$ cat config.mk
export PLATFORM = sky130hd
export DESIGN_NAME = packet_buffer_free_list_allocator
export DESIGN_NICKNAME = d
export VERILOG_FILES = /design/src/hdl/pbfl_pkg.sv /design/src/hdl/pbfl_ram.sv /design/src/hdl/pbfl_ctrl.sv /design/src/hdl/pbfl_dp.sv /design/src/hdl/packet_buffer_free_list_allocator.sv
export SDC_FILE = /design/constraint.sdc
export NUM_CORES = 1
export LEC_CHECK = 0
export BUFFER_PORTS_ARGS = -buffer_cell sky130_fd_sc_hd__buf_4
export CAP_MARGIN = 0
export CORE_AREA = 2 2 295 224
export CTS_CLUSTER_DIAMETER = 120
export DETAILED_ROUTE_END_ITERATION = 8
export DIE_AREA = 0 0 297 226
export GPL_ROUTABILITY_DRIVEN = 0
export GPL_TIMING_DRIVEN = 0
export SYNTH_ARGS = -nofsm -noshare
export SYNTH_HDL_FRONTEND = slang
export SYNTH_SLANG_ARGS = --single-unit
$ cat constraint.sdc
create_clock -name i_clk -period 13.7 [get_ports i_clk]
set_clock_uncertainty 0.2 [all_clocks]
set_input_delay 1.37 -clock i_clk [delete_from_list [all_inputs] [get_ports i_clk]]
set_output_delay 1.37 -clock i_clk [all_outputs]
set_load 0.005 [all_outputs]
$ cat src/hdl/pbfl_pkg.sv
package pbfl_pkg;

    localparam int POOL_SLOTS       = 64;
    localparam int MAX_PACKET_BYTES = 2048;

    localparam int SLOT_W   = $clog2(POOL_SLOTS);
    localparam int DEPTH_W  = $clog2(POOL_SLOTS + 1);
    localparam int LEN_W    = 16;
    localparam int HSLOT_W  = 7;
    localparam int MODE_W   = 2;
    localparam int STATUS_W = 3;
    localparam int GRANT_W  = 6;
    localparam int FREE_W   = 7;

    localparam int CMD_W      = 1 + LEN_W + 1 + HSLOT_W;
    localparam int RESULT_W   = STATUS_W + GRANT_W + 1 + FREE_W;
    localparam int S_TDATA_W  = ((CMD_W + 7) / 8) * 8;
    localparam int M_TDATA_W  = ((RESULT_W + 7) / 8) * 8;
    localparam int S_PAD_W    = S_TDATA_W - CMD_W;
    localparam int M_PAD_W    = M_TDATA_W - RESULT_W;

    localparam logic [DEPTH_W-1:0] POOL_DEPTH = DEPTH_W'(POOL_SLOTS);
    localparam logic [HSLOT_W-1:0] POOL_HSLOT = HSLOT_W'(POOL_SLOTS);
    localparam logic [LEN_W-1:0]   MAX_LEN    = LEN_W'(MAX_PACKET_BYTES);

    typedef enum logic [MODE_W-1:0] {
        MODE_ALLOC   = 2'd0,
        MODE_FREE    = 2'd1,
        MODE_INIT    = 2'd2,
        MODE_CLEANUP = 2'd3
    } t_mode;

    typedef enum logic [STATUS_W-1:0] {
        ST_DONE    = 3'd0,
        ST_BAD     = 3'd1,
        ST_EMPTY   = 3'd2,
        ST_OFF     = 3'd3,
        ST_IGNORED = 3'd4
    } t_status;

    // packed msb first, so source_present lands in bit 0
    typedef struct packed {
        logic [HSLOT_W-1:0] handle_slot;
        logic               handle_ok;
        logic [LEN_W-1:0]   packet_length;
        logic               source_present;
    } t_cmd_word;

    typedef struct packed {
        logic [FREE_W-1:0]  slots_free;
        logic               handle_in_pool;
        logic [GRANT_W-1:0] granted_slot;
        t_status            status;
    } t_result;

    typedef struct packed {
        logic capture;
        logic commit;
    } t_ctrl_cmd;

    typedef struct packed {
        logic out_free;
    } t_ctrl_sts;

endpackage

$ cat src/hdl/pbfl_ram.sv
module pbfl_ram #(
    parameter int WIDTH = 8,
    parameter int DEPTH = 64
) (
    input  logic                     i_clk,
    input  logic                     i_wr_en,
    input  logic [$clog2(DEPTH)-1:0] i_wr_addr,
    input  logic [WIDTH-1:0]         i_wr_data,
    input  logic                     i_rd_en,
    input  logic [$clog2(DEPTH)-1:0] i_rd_addr,
    output logic [WIDTH-1:0]         o_rd_data
);

    logic [WIDTH-1:0] r_mem [DEPTH];
    logic [WIDTH-1:0] r_rd_data;

    always_ff @(posedge i_clk) begin
        if (i_wr_en) begin
            r_mem[i_wr_addr] <= i_wr_data;
        end
        if (i_rd_en) begin
            r_rd_data <= r_mem[i_rd_addr];
        end
    end

    assign o_rd_data = r_rd_data;

endmodule

$ cat src/hdl/pbfl_ctrl.sv
module pbfl_ctrl (
    input  logic                i_clk,
    input  logic                i_rst_n,
    input  logic                i_s_axis_tvalid,
    output logic                o_s_axis_tready,
    input  pbfl_pkg::t_ctrl_sts i_sts,
    output pbfl_pkg::t_ctrl_cmd o_cmd
);

    typedef enum logic [1:0] {
        S_IDLE = 2'b01,
        S_EXEC = 2'b10
    } t_state;

    t_state r_state;
    t_state n_state;

    always_comb begin
        n_state         = r_state;
        o_cmd           = '0;
        o_s_axis_tready = 1'b0;
        unique case (r_state)
            S_IDLE: begin
                o_s_axis_tready = 1'b1;
                if (i_s_axis_tvalid) begin
                    o_cmd.capture = 1'b1;
                    n_state       = S_EXEC;
                end
            end
            S_EXEC: begin
                if (i_sts.out_free) begin
                    o_cmd.commit = 1'b1;
                    n_state      = S_IDLE;
                end
            end
            default: begin
                n_state = S_IDLE;
            end
        endcase
    end

    always_ff @(posedge i_clk) begin
        if (!i_rst_n) begin
            r_state <= S_IDLE;
        end else begin
            r_state <= n_state;
        end
    end

endmodule

$ cat src/hdl/pbfl_dp.sv
module pbfl_dp (
    input  logic                i_clk,
    input  logic                i_rst_n,
    input  pbfl_pkg::t_ctrl_cmd i_cmd,
    output pbfl_pkg::t_ctrl_sts o_sts,
    input  pbfl_pkg::t_mode     i_mode,
    input  pbfl_pkg::t_cmd_word i_word,
    output logic                o_valid,
    input  logic                i_ready,
    output pbfl_pkg::t_result   o_result
);

    pbfl_pkg::t_mode     r_mode;
    pbfl_pkg::t_cmd_word r_word;

    logic [pbfl_pkg::DEPTH_W-1:0]  r_depth, n_depth;
    logic [pbfl_pkg::DEPTH_W-1:0]  r_min, n_min;
    logic                          r_pool_on, n_pool_on;
    logic [pbfl_pkg::POOL_SLOTS-1:0] r_used, n_used;
    logic                          r_out_valid;
    pbfl_pkg::t_result             r_result, n_result;

    logic [pbfl_pkg::DEPTH_W-1:0]  depth_dec;
    logic [pbfl_pkg::SLOT_W-1:0]   ram_q;
    logic [pbfl_pkg::SLOT_W-1:0]   pop_slot;
    logic [pbfl_pkg::SLOT_W-1:0]   hslot;
    logic                          in_pool;
    logic                          bad_req;
    logic                          push_en;

    assign depth_dec = r_depth - 1'b1;
    assign hslot     = r_word.handle_slot[pbfl_pkg::SLOT_W-1:0];
    assign in_pool   = r_word.handle_ok && (r_word.handle_slot < pbfl_pkg::POOL_HSLOT);
    assign bad_req   = !r_word.source_present || (r_word.packet_length == '0)
                       || (r_word.packet_length > pbfl_pkg::MAX_LEN);
    // entries below the low-water mark still hold their refill value
    assign pop_slot  = (depth_dec < r_min) ? depth_dec[pbfl_pkg::SLOT_W-1:0] : ram_q;

    pbfl_ram #(
        .WIDTH (pbfl_pkg::SLOT_W),
        .DEPTH (pbfl_pkg::POOL_SLOTS)
    ) u_stack (
        .i_clk     (i_clk),
        .i_wr_en   (push_en),
        .i_wr_addr (r_depth[pbfl_pkg::SLOT_W-1:0]),
        .i_wr_data (hslot),
        .i_rd_en   (i_cmd.capture),
        .i_rd_addr (depth_dec[pbfl_pkg::SLOT_W-1:0]),
        .o_rd_data (ram_q)
    );

    always_comb begin
        n_depth   = r_depth;
        n_min     = r_min;
        n_pool_on = r_pool_on;
        n_used    = r_used;
        push_en   = 1'b0;
        n_result  = '0;
        n_result.status = pbfl_pkg::ST_DONE;
        case (r_mode)
            pbfl_pkg::MODE_ALLOC: begin
                if (bad_req) begin
                    n_result.status = pbfl_pkg::ST_BAD;
                end else if (!r_pool_on) begin
                    n_result.status = pbfl_pkg::ST_OFF;
                end else if (r_depth == '0) begin
                    n_result.status = pbfl_pkg::ST_EMPTY;
                end else begin
                    n_depth                = depth_dec;
                    n_min                  = (depth_dec < r_min) ? depth_dec : r_min;
                    n_used[pop_slot]       = 1'b1;
                    n_result.granted_slot  = pop_slot;
                end
            end
            pbfl_pkg::MODE_FREE: begin
                if (!in_pool) begin
                    n_result.status = pbfl_pkg::ST_IGNORED;
                end else if (!r_pool_on) begin
                    n_result.status = pbfl_pkg::ST_OFF;
                end else if (!r_used[hslot]) begin
                    n_result.status = pbfl_pkg::ST_IGNORED;
                end else begin
                    n_used[hslot] = 1'b0;
                    if (r_depth < pbfl_pkg::POOL_DEPTH) begin
                        push_en = i_cmd.commit;
                        n_depth = r_depth + 1'b1;
                    end
                end
            end
            pbfl_pkg::MODE_INIT: begin
                if (!r_pool_on) begin
                    n_used    = '0;
                    n_depth   = pbfl_pkg::POOL_DEPTH;
                    n_min     = pbfl_pkg::POOL_DEPTH;
                    n_pool_on = 1'b1;
                end
            end
            default: begin
                n_used    = '0;
                n_depth   = pbfl_pkg::POOL_DEPTH;
                n_min     = pbfl_pkg::POOL_DEPTH;
                n_pool_on = 1'b0;
            end
        endcase
        n_result.handle_in_pool = in_pool;
        n_result.slots_free     = n_depth;
    end

    always_ff @(posedge i_clk) begin
        if (i_cmd.capture) begin
            r_mode <= i_mode;
            r_word <= i_word;
        end
        if (i_cmd.commit) begin
            r_result <= n_result;
        end
    end

    always_ff @(posedge i_clk) begin
        if (!i_rst_n) begin
            r_depth     <= '0;
            r_min       <= '0;
            r_pool_on   <= 1'b0;
            r_used      <= '0;
            r_out_valid <= 1'b0;
        end else begin
            if (i_cmd.commit) begin
                r_depth   <= n_depth;
                r_min     <= n_min;
                r_pool_on <= n_pool_on;
                r_used    <= n_used;
            end
            if (i_cmd.commit) begin
                r_out_valid <= 1'b1;
            end else if (i_ready) begin
                r_out_valid <= 1'b0;
            end
        end
    end

    assign o_sts.out_free = !r_out_valid || i_ready;
    assign o_valid        = r_out_valid;
    assign o_result       = r_result;

endmodule

$ cat src/hdl/packet_buffer_free_list_allocator.sv
// channel   dir  tdata (lsb up)                                          tuser
// s_axis    in   source_present, packet_length, handle_ok, handle_slot   mode
// m_axis    out  status, granted_slot, handle_in_pool, slots_free        -
//
// one command at a time: accept, then the registered stack memory read, then
// the commit of the pool state and the result word
// a result word waits in the output register while the next command is taken
// a stalled output holds the commit, so input stalls after one queued command
// reset is synchronous and needs no clearing pass: the pool is off until init
module packet_buffer_free_list_allocator (
    input  logic                           i_clk,
    input  logic                           i_rst_n,
    input  logic                           i_s_axis_tvalid,
    output logic                           o_s_axis_tready,
    // source_present, packet_length, handle_ok, handle_slot, zero pad
    input  logic [pbfl_pkg::S_TDATA_W-1:0] i_s_axis_tdata,
    // mode
    input  logic [pbfl_pkg::MODE_W-1:0]    i_s_axis_tuser,
    output logic                           o_m_axis_tvalid,
    input  logic                           i_m_axis_tready,
    // status, granted_slot, handle_in_pool, slots_free, zero pad
    output logic [pbfl_pkg::M_TDATA_W-1:0] o_m_axis_tdata
);

    pbfl_pkg::t_ctrl_cmd cmd;
    pbfl_pkg::t_ctrl_sts sts;
    pbfl_pkg::t_cmd_word word;
    pbfl_pkg::t_mode     mode;
    pbfl_pkg::t_result   result;

    assign word = pbfl_pkg::t_cmd_word'(i_s_axis_tdata[pbfl_pkg::CMD_W-1:0]);
    assign mode = pbfl_pkg::t_mode'(i_s_axis_tuser);

    pbfl_ctrl u_ctrl (
        .i_clk           (i_clk),
        .i_rst_n         (i_rst_n),
        .i_s_axis_tvalid (i_s_axis_tvalid),
        .o_s_axis_tready (o_s_axis_tready),
        .i_sts           (sts),
        .o_cmd           (cmd)
    );

    pbfl_dp u_dp (
        .i_clk    (i_clk),
        .i_rst_n  (i_rst_n),
        .i_cmd    (cmd),
        .o_sts    (sts),
        .i_mode   (mode),
        .i_word   (word),
        .o_valid  (o_m_axis_tvalid),
        .i_ready  (i_m_axis_tready),
        .o_result (result)
    );

    assign o_m_axis_tdata = {{pbfl_pkg::M_PAD_W{1'b0}}, result};

endmodule

Word level (Yosys, flattened, before mapping) --
Memory sizes are Yosys's and may differ from the RTL's. A register that Yosys moved wholly into a read port is not among the register bits. Index checks and enable logic that the tools add are counted.
Storage, ports and cells: register bits after elaboration 126, RAM bits 384, bits of input ports 38, output and inout bits 26, logic and storage cells 120, memories kept 1
Memories:
- u_dp.u_stack.r_mem | words 64, bits a word 6, read ports 1, clocked after Yosys merged registers in 1, write ports 1, RTL line pbfl_ram.sv:14 | logic [WIDTH-1:0] r_mem [DEPTH];
Operators by class: $add $sub $neg 2, magnitude comparators 8, equal/unequal tests 14, multiplexer cells 55, bitwise gates (word level) 7, reduce and logical (&&, ||, !) cells 18
Operator list (number):
- two-way mux 64 bit | 7
- one-hot mux 64 bit (3 select lines) | 1
- two-way mux 7 bit | 13
- bitwise AND 64 bit | 1
- inverter 64 bit | 1
- bitwise OR 64 bit | 1
- one-hot mux 7 bit (3 select lines) | 2
- two-way mux 1 bit | 17
- > comparator 16 x 12 -> 1 bit, second input constant | 1
- logical NOT 16 bit | 1
- two-way mux 3 bit | 5
- less-than comparator 6 x 7 -> 1 bit, second input constant | 2
- less-than comparator 7 bit, second input constant | 2
- demux 1 bit (select 6 bit) | 2
- >= comparator 6 x 1 -> 1 bit, second input constant | 2
- != test 2 x 1 -> 1 bit, second input constant | 5
- != test 2 bit, second input constant | 5
- AND reduction 8 bit | 1
- adder 7 x 1 -> 7 bit, second input constant | 1
- logical NOT 7 bit | 1
- less-than comparator 7 bit | 1
- AND reduction 7 bit | 1
- subtractor 7 x 1 -> 7 bit, second input constant | 1
- binary-select mux 1 bit (select 6 bit) | 1
- other kinds (16) | 29

Longest topological paths before layout --
depth in word-level cells 12, depth in mapped cells 17, mapped depth without buffers 14

Cells and area by module --
Synthesis repeated with hierarchy kept, for this count alone.
Unflattened totals: cells, all modules 1517, area, all modules 22514.1 um^2
By module, submodules not included:
- pbfl_ram | instances 1, cells an instance 720, area an instance 15285.9 um^2, seq. area each 11711.2 um^2
- pbfl_dp | instances 1, cells an instance 780, area an instance 7081.8 um^2, seq. area each 2922.8 um^2
- pbfl_ctrl | instances 1, cells an instance 9, area an instance 90.1 um^2, seq. area each 40.0 um^2
- packet_buffer_free_list_allocator | instances 1, cells an instance 8, area an instance 56.3 um^2, seq. area each 0.0 um^2

Least setup slack after synthesis --
No wires, ideal clock.
kind reg2reg, from reg u_dp.r_depth[0] (netlist bit), to reg u_dp.r_used[28] (netlist bit), setup time 0.103 ns, data arrival time 4.109 ns, data required time 13.397 ns, setup slack 9.287 ns, stages on the path, launching flop included 17, buffers on the path 2, clock period less this slack 4.413 ns, path through dfxtp_1 > buf_2 > buf_2 > inv_1 > ha_1 > nand2_1 > xor2_1 > clkinv_1 > ha_1 > o21a_1 > o21ai_0 > a211oi_1 > nor2_1 > mux2i_1 > a311oi_1 > nor2_1 > a2111oi_2
On the way: longest elaborated chain between the ends 12, elaborated cells between the ends (all ways) 16, those cells by class add/sub (1); order compare (3); eq/ne (1); mux (7); bitwise (1); reduce/logical (3)
Ends and longest elaborated chain:
- start, declared | RTL line pbfl_dp.sv:16 | logic [pbfl_pkg::DEPTH_W-1:0] r_depth, n_depth;
- start signal, assigned | RTL line pbfl_dp.sv:128 | r_depth <= n_depth;
- subtractor 7 x 1 -> 7 bit | RTL line pbfl_dp.sv:31 | assign depth_dec = r_depth - 1'b1;
- less-than comparator 7 bit | RTL line pbfl_dp.sv:37 | assign pop_slot = (depth_dec < r_min) ? depth_dec[pbfl_pkg::SLOT_W-1:0] : ram_q;
- two-way mux 6 bit | RTL line pbfl_dp.sv:37
- less-than comparator 6 x 7 -> 1 bit (implied by the code) / >= comparator 6 x 1 -> 1 bit (equally long branches) | RTL line pbfl_dp.sv:71 | n_used[pop_slot] = 1'b1;
- logical AND 1 bit (implied by the code) | RTL line pbfl_dp.sv:71
- two-way mux 1 bit (implied by the code) | RTL line pbfl_dp.sv:71
- demux 1 bit (select 6 bit)
- bitwise OR 64 bit (no source line)
- two-way mux 64 bit | RTL line pbfl_dp.sv:66 | end else if (r_depth == '0) begin
- two-way mux 64 bit | RTL line pbfl_dp.sv:64 | end else if (!r_pool_on) begin
- two-way mux 64 bit | RTL line pbfl_dp.sv:62 | if (bad_req) begin
- one-hot mux 64 bit (3 select lines) | RTL line pbfl_dp.sv:60 | case (r_mode)
- end signal, assigned | RTL line pbfl_dp.sv:131 | r_used <= n_used;
- end, declared | RTL line pbfl_dp.sv:19 | logic [pbfl_pkg::POOL_SLOTS-1:0] r_used, n_used;
Several ways; a longest one is shown, not always the timed one. The select of a mux whose other input is x is not followed. A chain may end at the register's enable or synchronous reset.

Worst setup path after layout --
from reg u_dp.r_depth[0] (netlist bit), to reg u_dp.r_used[27] (netlist bit)
Same word-level chain as after synthesis.

==> out/results.ini <==
[timing]
worstMarginPinSlew_ns=1.33
setup_viol=0
drv_slew=0
final.period_utilization_pct=49.4
relSlewSlack_pct=10.7
period_minus_slack_ns=6.77
hold_viol_final=0
max_freq_mhz=148
grt_setup_unrepaired=false
hold_ws_ns=0.252
setup-tns-final_ns=0
worst_slack_ns=6.93

[global_route]
overflow=0
grt_use_total_pct=18.0
grt_pass1_wl_um=90400
grt_pass1_vias=13700
antenna_found_initial=1
grt_max_degree=35

[detailed_routing]
drtIter0Drc=2340
viasPerCell=5.69
first_pass_iters=6
wl_per_cell_um=24.3
drt.antenna.violating_nets=0
drc=0
finalWirelength_um=61800
via_count=14500

[die]
core_area_um2=64500
fp.dieW_um=297
rows=81
die_h_um=226
initial_core_util_pct=34.7
boundaryPins=64
die_area_um2=67100

[worst_setup_path]
cp_slowest_stage_delay_ns=1.13
cpMaxStageDelayCell=o31ai_1
reg2reg_setup_slack_ns=6.93
cp_cell_sequence=buf_2 -> buf_2 -> inv_1 -> ha_1 -> clkbuf_1 -> inv_1 -> ha_1 -> a21boi_0 -> o21ai_0 -> a211oi_1 -> nor2_1 -> clkbuf_1 -> o31ai_1 -> nand2_1 -> o22ai_1
startpoint=u_dp.r_depth[0]$_SDFFE_PN0P_
end_kind=register
worst-setup-path-type=register to register
r2r_start=u_dp.r_depth[0]$_SDFFE_PN0P_
crit_family=buffers and inverters
worst_ep_required_time_ns=13.99
cp.arrival_ns=7.05
path_depth=15
r2r_cells=15
crit_fanout=10
crit_end=u_dp.r_used[27]$_SDFFE_PN0P_
crit_buf_inv=6
start_kind=register
r2r_end=u_dp.r_used[27]$_SDFFE_PN0P_

[clocking]
worstSkewPairLatency_ns=0.58
cts_resized=0
clk_pin_slew_ns=0.06
cts_max_path_buffers=3
cts_buffers=48
htree_levels=2
ctsHoldBuffers=0
cts_root_buffer=clkbuf_16
post_cts_buffers=0
clock-sinks=516
cts_tree=done

[finish]
syn2layout_area_growth_pct=15.4
antenna_cells=0
final_net_count=1677
multi_input_area_um2=7000
final_layout_size_suffix_gt1_share_pct=20.1
regArea_um2=14700
nFillCells=5916

[synth]
synth_area_per_cell_um2=14.8
async_flop_share_pct=0
synth.top_cell.area_share_pct=58.3
syn_area_um2=22400
yosysTopAreaCell=edfxtp_1
synth_edf_count=434
synth.area.top_cells=edfxtp_1 (58%), mux4_2 (12%), dfxtp_1 (7.3%)
ys_ff_latch=516
yosysUniqueCellTypes=72
yosysWarnings=0
netlist_instances=1509
synth_flop_cell=edfxtp_1
ys_seq_area_share_pct=65.6

[placement]
portBuffers=49
dpl_worst_slack_ns=6.71
dp_hpwl_um=43900

[hold_path]
min_path_type=register to register

[power]
leakage_nw=7.82
cellPowerDensity_nw_per_um2=122
peakVddDrop_mv=0.0805

[run]
cap_violations=0

[outcome]
status=finished, final reports clean

[area by class of cell]
cell class                      count  area share (%)
Buffer                            118            2.13
Clock buffer                       67            5.13
Clock inverter                     23           0.781
Inverter                           58           0.844
Multi-Input combinational cell    823            27.1
Sequential cell                   516            56.9
Tap cell                          871            4.23
Timing Repair Buffer               65            2.84
[layout by cell type, fill, tap and decap left out, types with 5 or more instances in the layout]
master,instances
a211oi_1,13
a21o_1,7
a21oi_1,40
a22oi_1,40
a31oi_1,48
and2_1,7
and3_1,8
buf_1,15
buf_16,12
buf_2,20
buf_4,67
clkbuf_1,80
clkbuf_16,49
clkinv_1,7
clkinv_2,10
conb_1,7
dfxtp_1,82
edfxtp_1,434
ha_1,9
inv_1,53
mux2i_1,28
mux4_2,124
nand2_1,119
nand2b_1,10
nand3_1,54
nand4_1,8
nor2_1,92
nor2b_1,12
nor3_1,43
nor4_1,9
nor4_2,7
o211ai_1,6
o21ai_0,14
o221a_2,5
o221ai_1,6
o22ai_1,25
o32ai_1,5
or2_2,5
or3_1,11
[cells by family (layout without fill, tap and decap cells)]
logic type                 count (synthesis)  after routing  share of synthesized area (%)
AOI/OAI and AO/OA                        245            245                           7.78
xor gates and xnor gates                   5              5                          0.196
adders and majority gates                  9              9                          0.504
buffers and inverters                    176            331                           3.43
DFF                                      516            516                           65.6
muxes                                    154            154                           13.8
other                                      1              7                         0.0168
and+or+nand+nor                          403            403                           8.58
[power breakdown]
group | internal (mW) | leakage, nW | switching (mW)
clock | 0.734 | 0.750 | 0.582
combinational | 0.0399 | 2.49 | 0.0825
sequential | 1.71 | 4.57 | 0.00790
total | 2.48 | 7.82 | 0.672
[worst reg2reg max path: stages (launching register included)]
cell      delay, ns
dfxtp_1        0.44
buf_2          0.36
buf_2          0.43
inv_1          0.31
ha_1           0.41
clkbuf_1       0.73
inv_1          0.36
ha_1           0.38
a21boi_0       0.15
o21ai_0        0.13
a211oi_1       0.31
nor2_1         0.29
clkbuf_1       0.31
o31ai_1        1.13
nand2_1        0.44
o22ai_1        0.29
[layer usage]
metal | up-vias | global-route usage (%) | part of all wire [%]
met4 | 2 | 3.45 | 1.8
met2 | 813 | 24.9 | 41
li1 | 6167 | - | -
met3 | 110 | 5.91 | 12
met1 | 7377 | 27.5 | 45
met5 | - | 0 | 0.018
[sequential cells by signal, indices dropped and copies added (netlist names)]
register and count:
u_ctrl.r_state 2, u_dp.hslot 6, u_dp.o_result 17, u_dp.o_valid 1
u_dp.r_depth 7, u_dp.r_min 7, u_dp.r_mode 2, u_dp.r_pool_on 1
u_dp.r_used 64, u_dp.r_word 19, u_dp.u_stack.o_rd_data 6, u_dp.u_stack.r_mem 384
[cells in the mapped netlist, types with 28 or more instances]
cell type    n
a21oi_1     40
a22oi_1     40
a31oi_1     48
clkbuf_1    65
dfxtp_1     82
edfxtp_1   434
inv_1       53
mux2i_1     28
mux4_2     124
nand2_1    119
nand3_1     54
nor2_1      92
nor3_1      44
[metrics by stage]
step / cells / instance area, µm² / utilization, % / total power, mW
2_1_floorplan: 1515 / 22400 / - / 1.81
3_3_place_gp: 2435 / 23800 / 37.0 / 1.85
3_5_place_dp: 2451 / 24300 / 37.6 / 1.87
4_1_cts: 2541 / 25800 / 40.0 / 3.17
5_1_grt: 2541 / 25800 / 40.0 / 3.24
6_report: 2541 / 25800 / 40.0 / 3.16
[worst min-delay path by stage]
stage	startpoint	end	cells past startpoint
2_1_floorplan	u_dp.r_used[61]$_SDFFE_PN0P_	u_dp.r_used[61]$_SDFFE_PN0P_	2
3_3_place_gp	u_dp.r_used[61]$_SDFFE_PN0P_	u_dp.r_used[61]$_SDFFE_PN0P_	2
3_5_place_dp	u_dp.r_used[61]$_SDFFE_PN0P_	u_dp.r_used[61]$_SDFFE_PN0P_	2
4_1_cts	u_dp.r_used[61]$_SDFFE_PN0P_	u_dp.r_used[61]$_SDFFE_PN0P_	2
5_1_grt	u_dp.r_used[6]$_SDFFE_PN0P_	u_dp.r_used[6]$_SDFFE_PN0P_	2
6_report	u_dp.r_used[61]$_SDFFE_PN0P_	u_dp.r_used[61]$_SDFFE_PN0P_	2
Note: power is estimated with default switching activity, not from simulation.
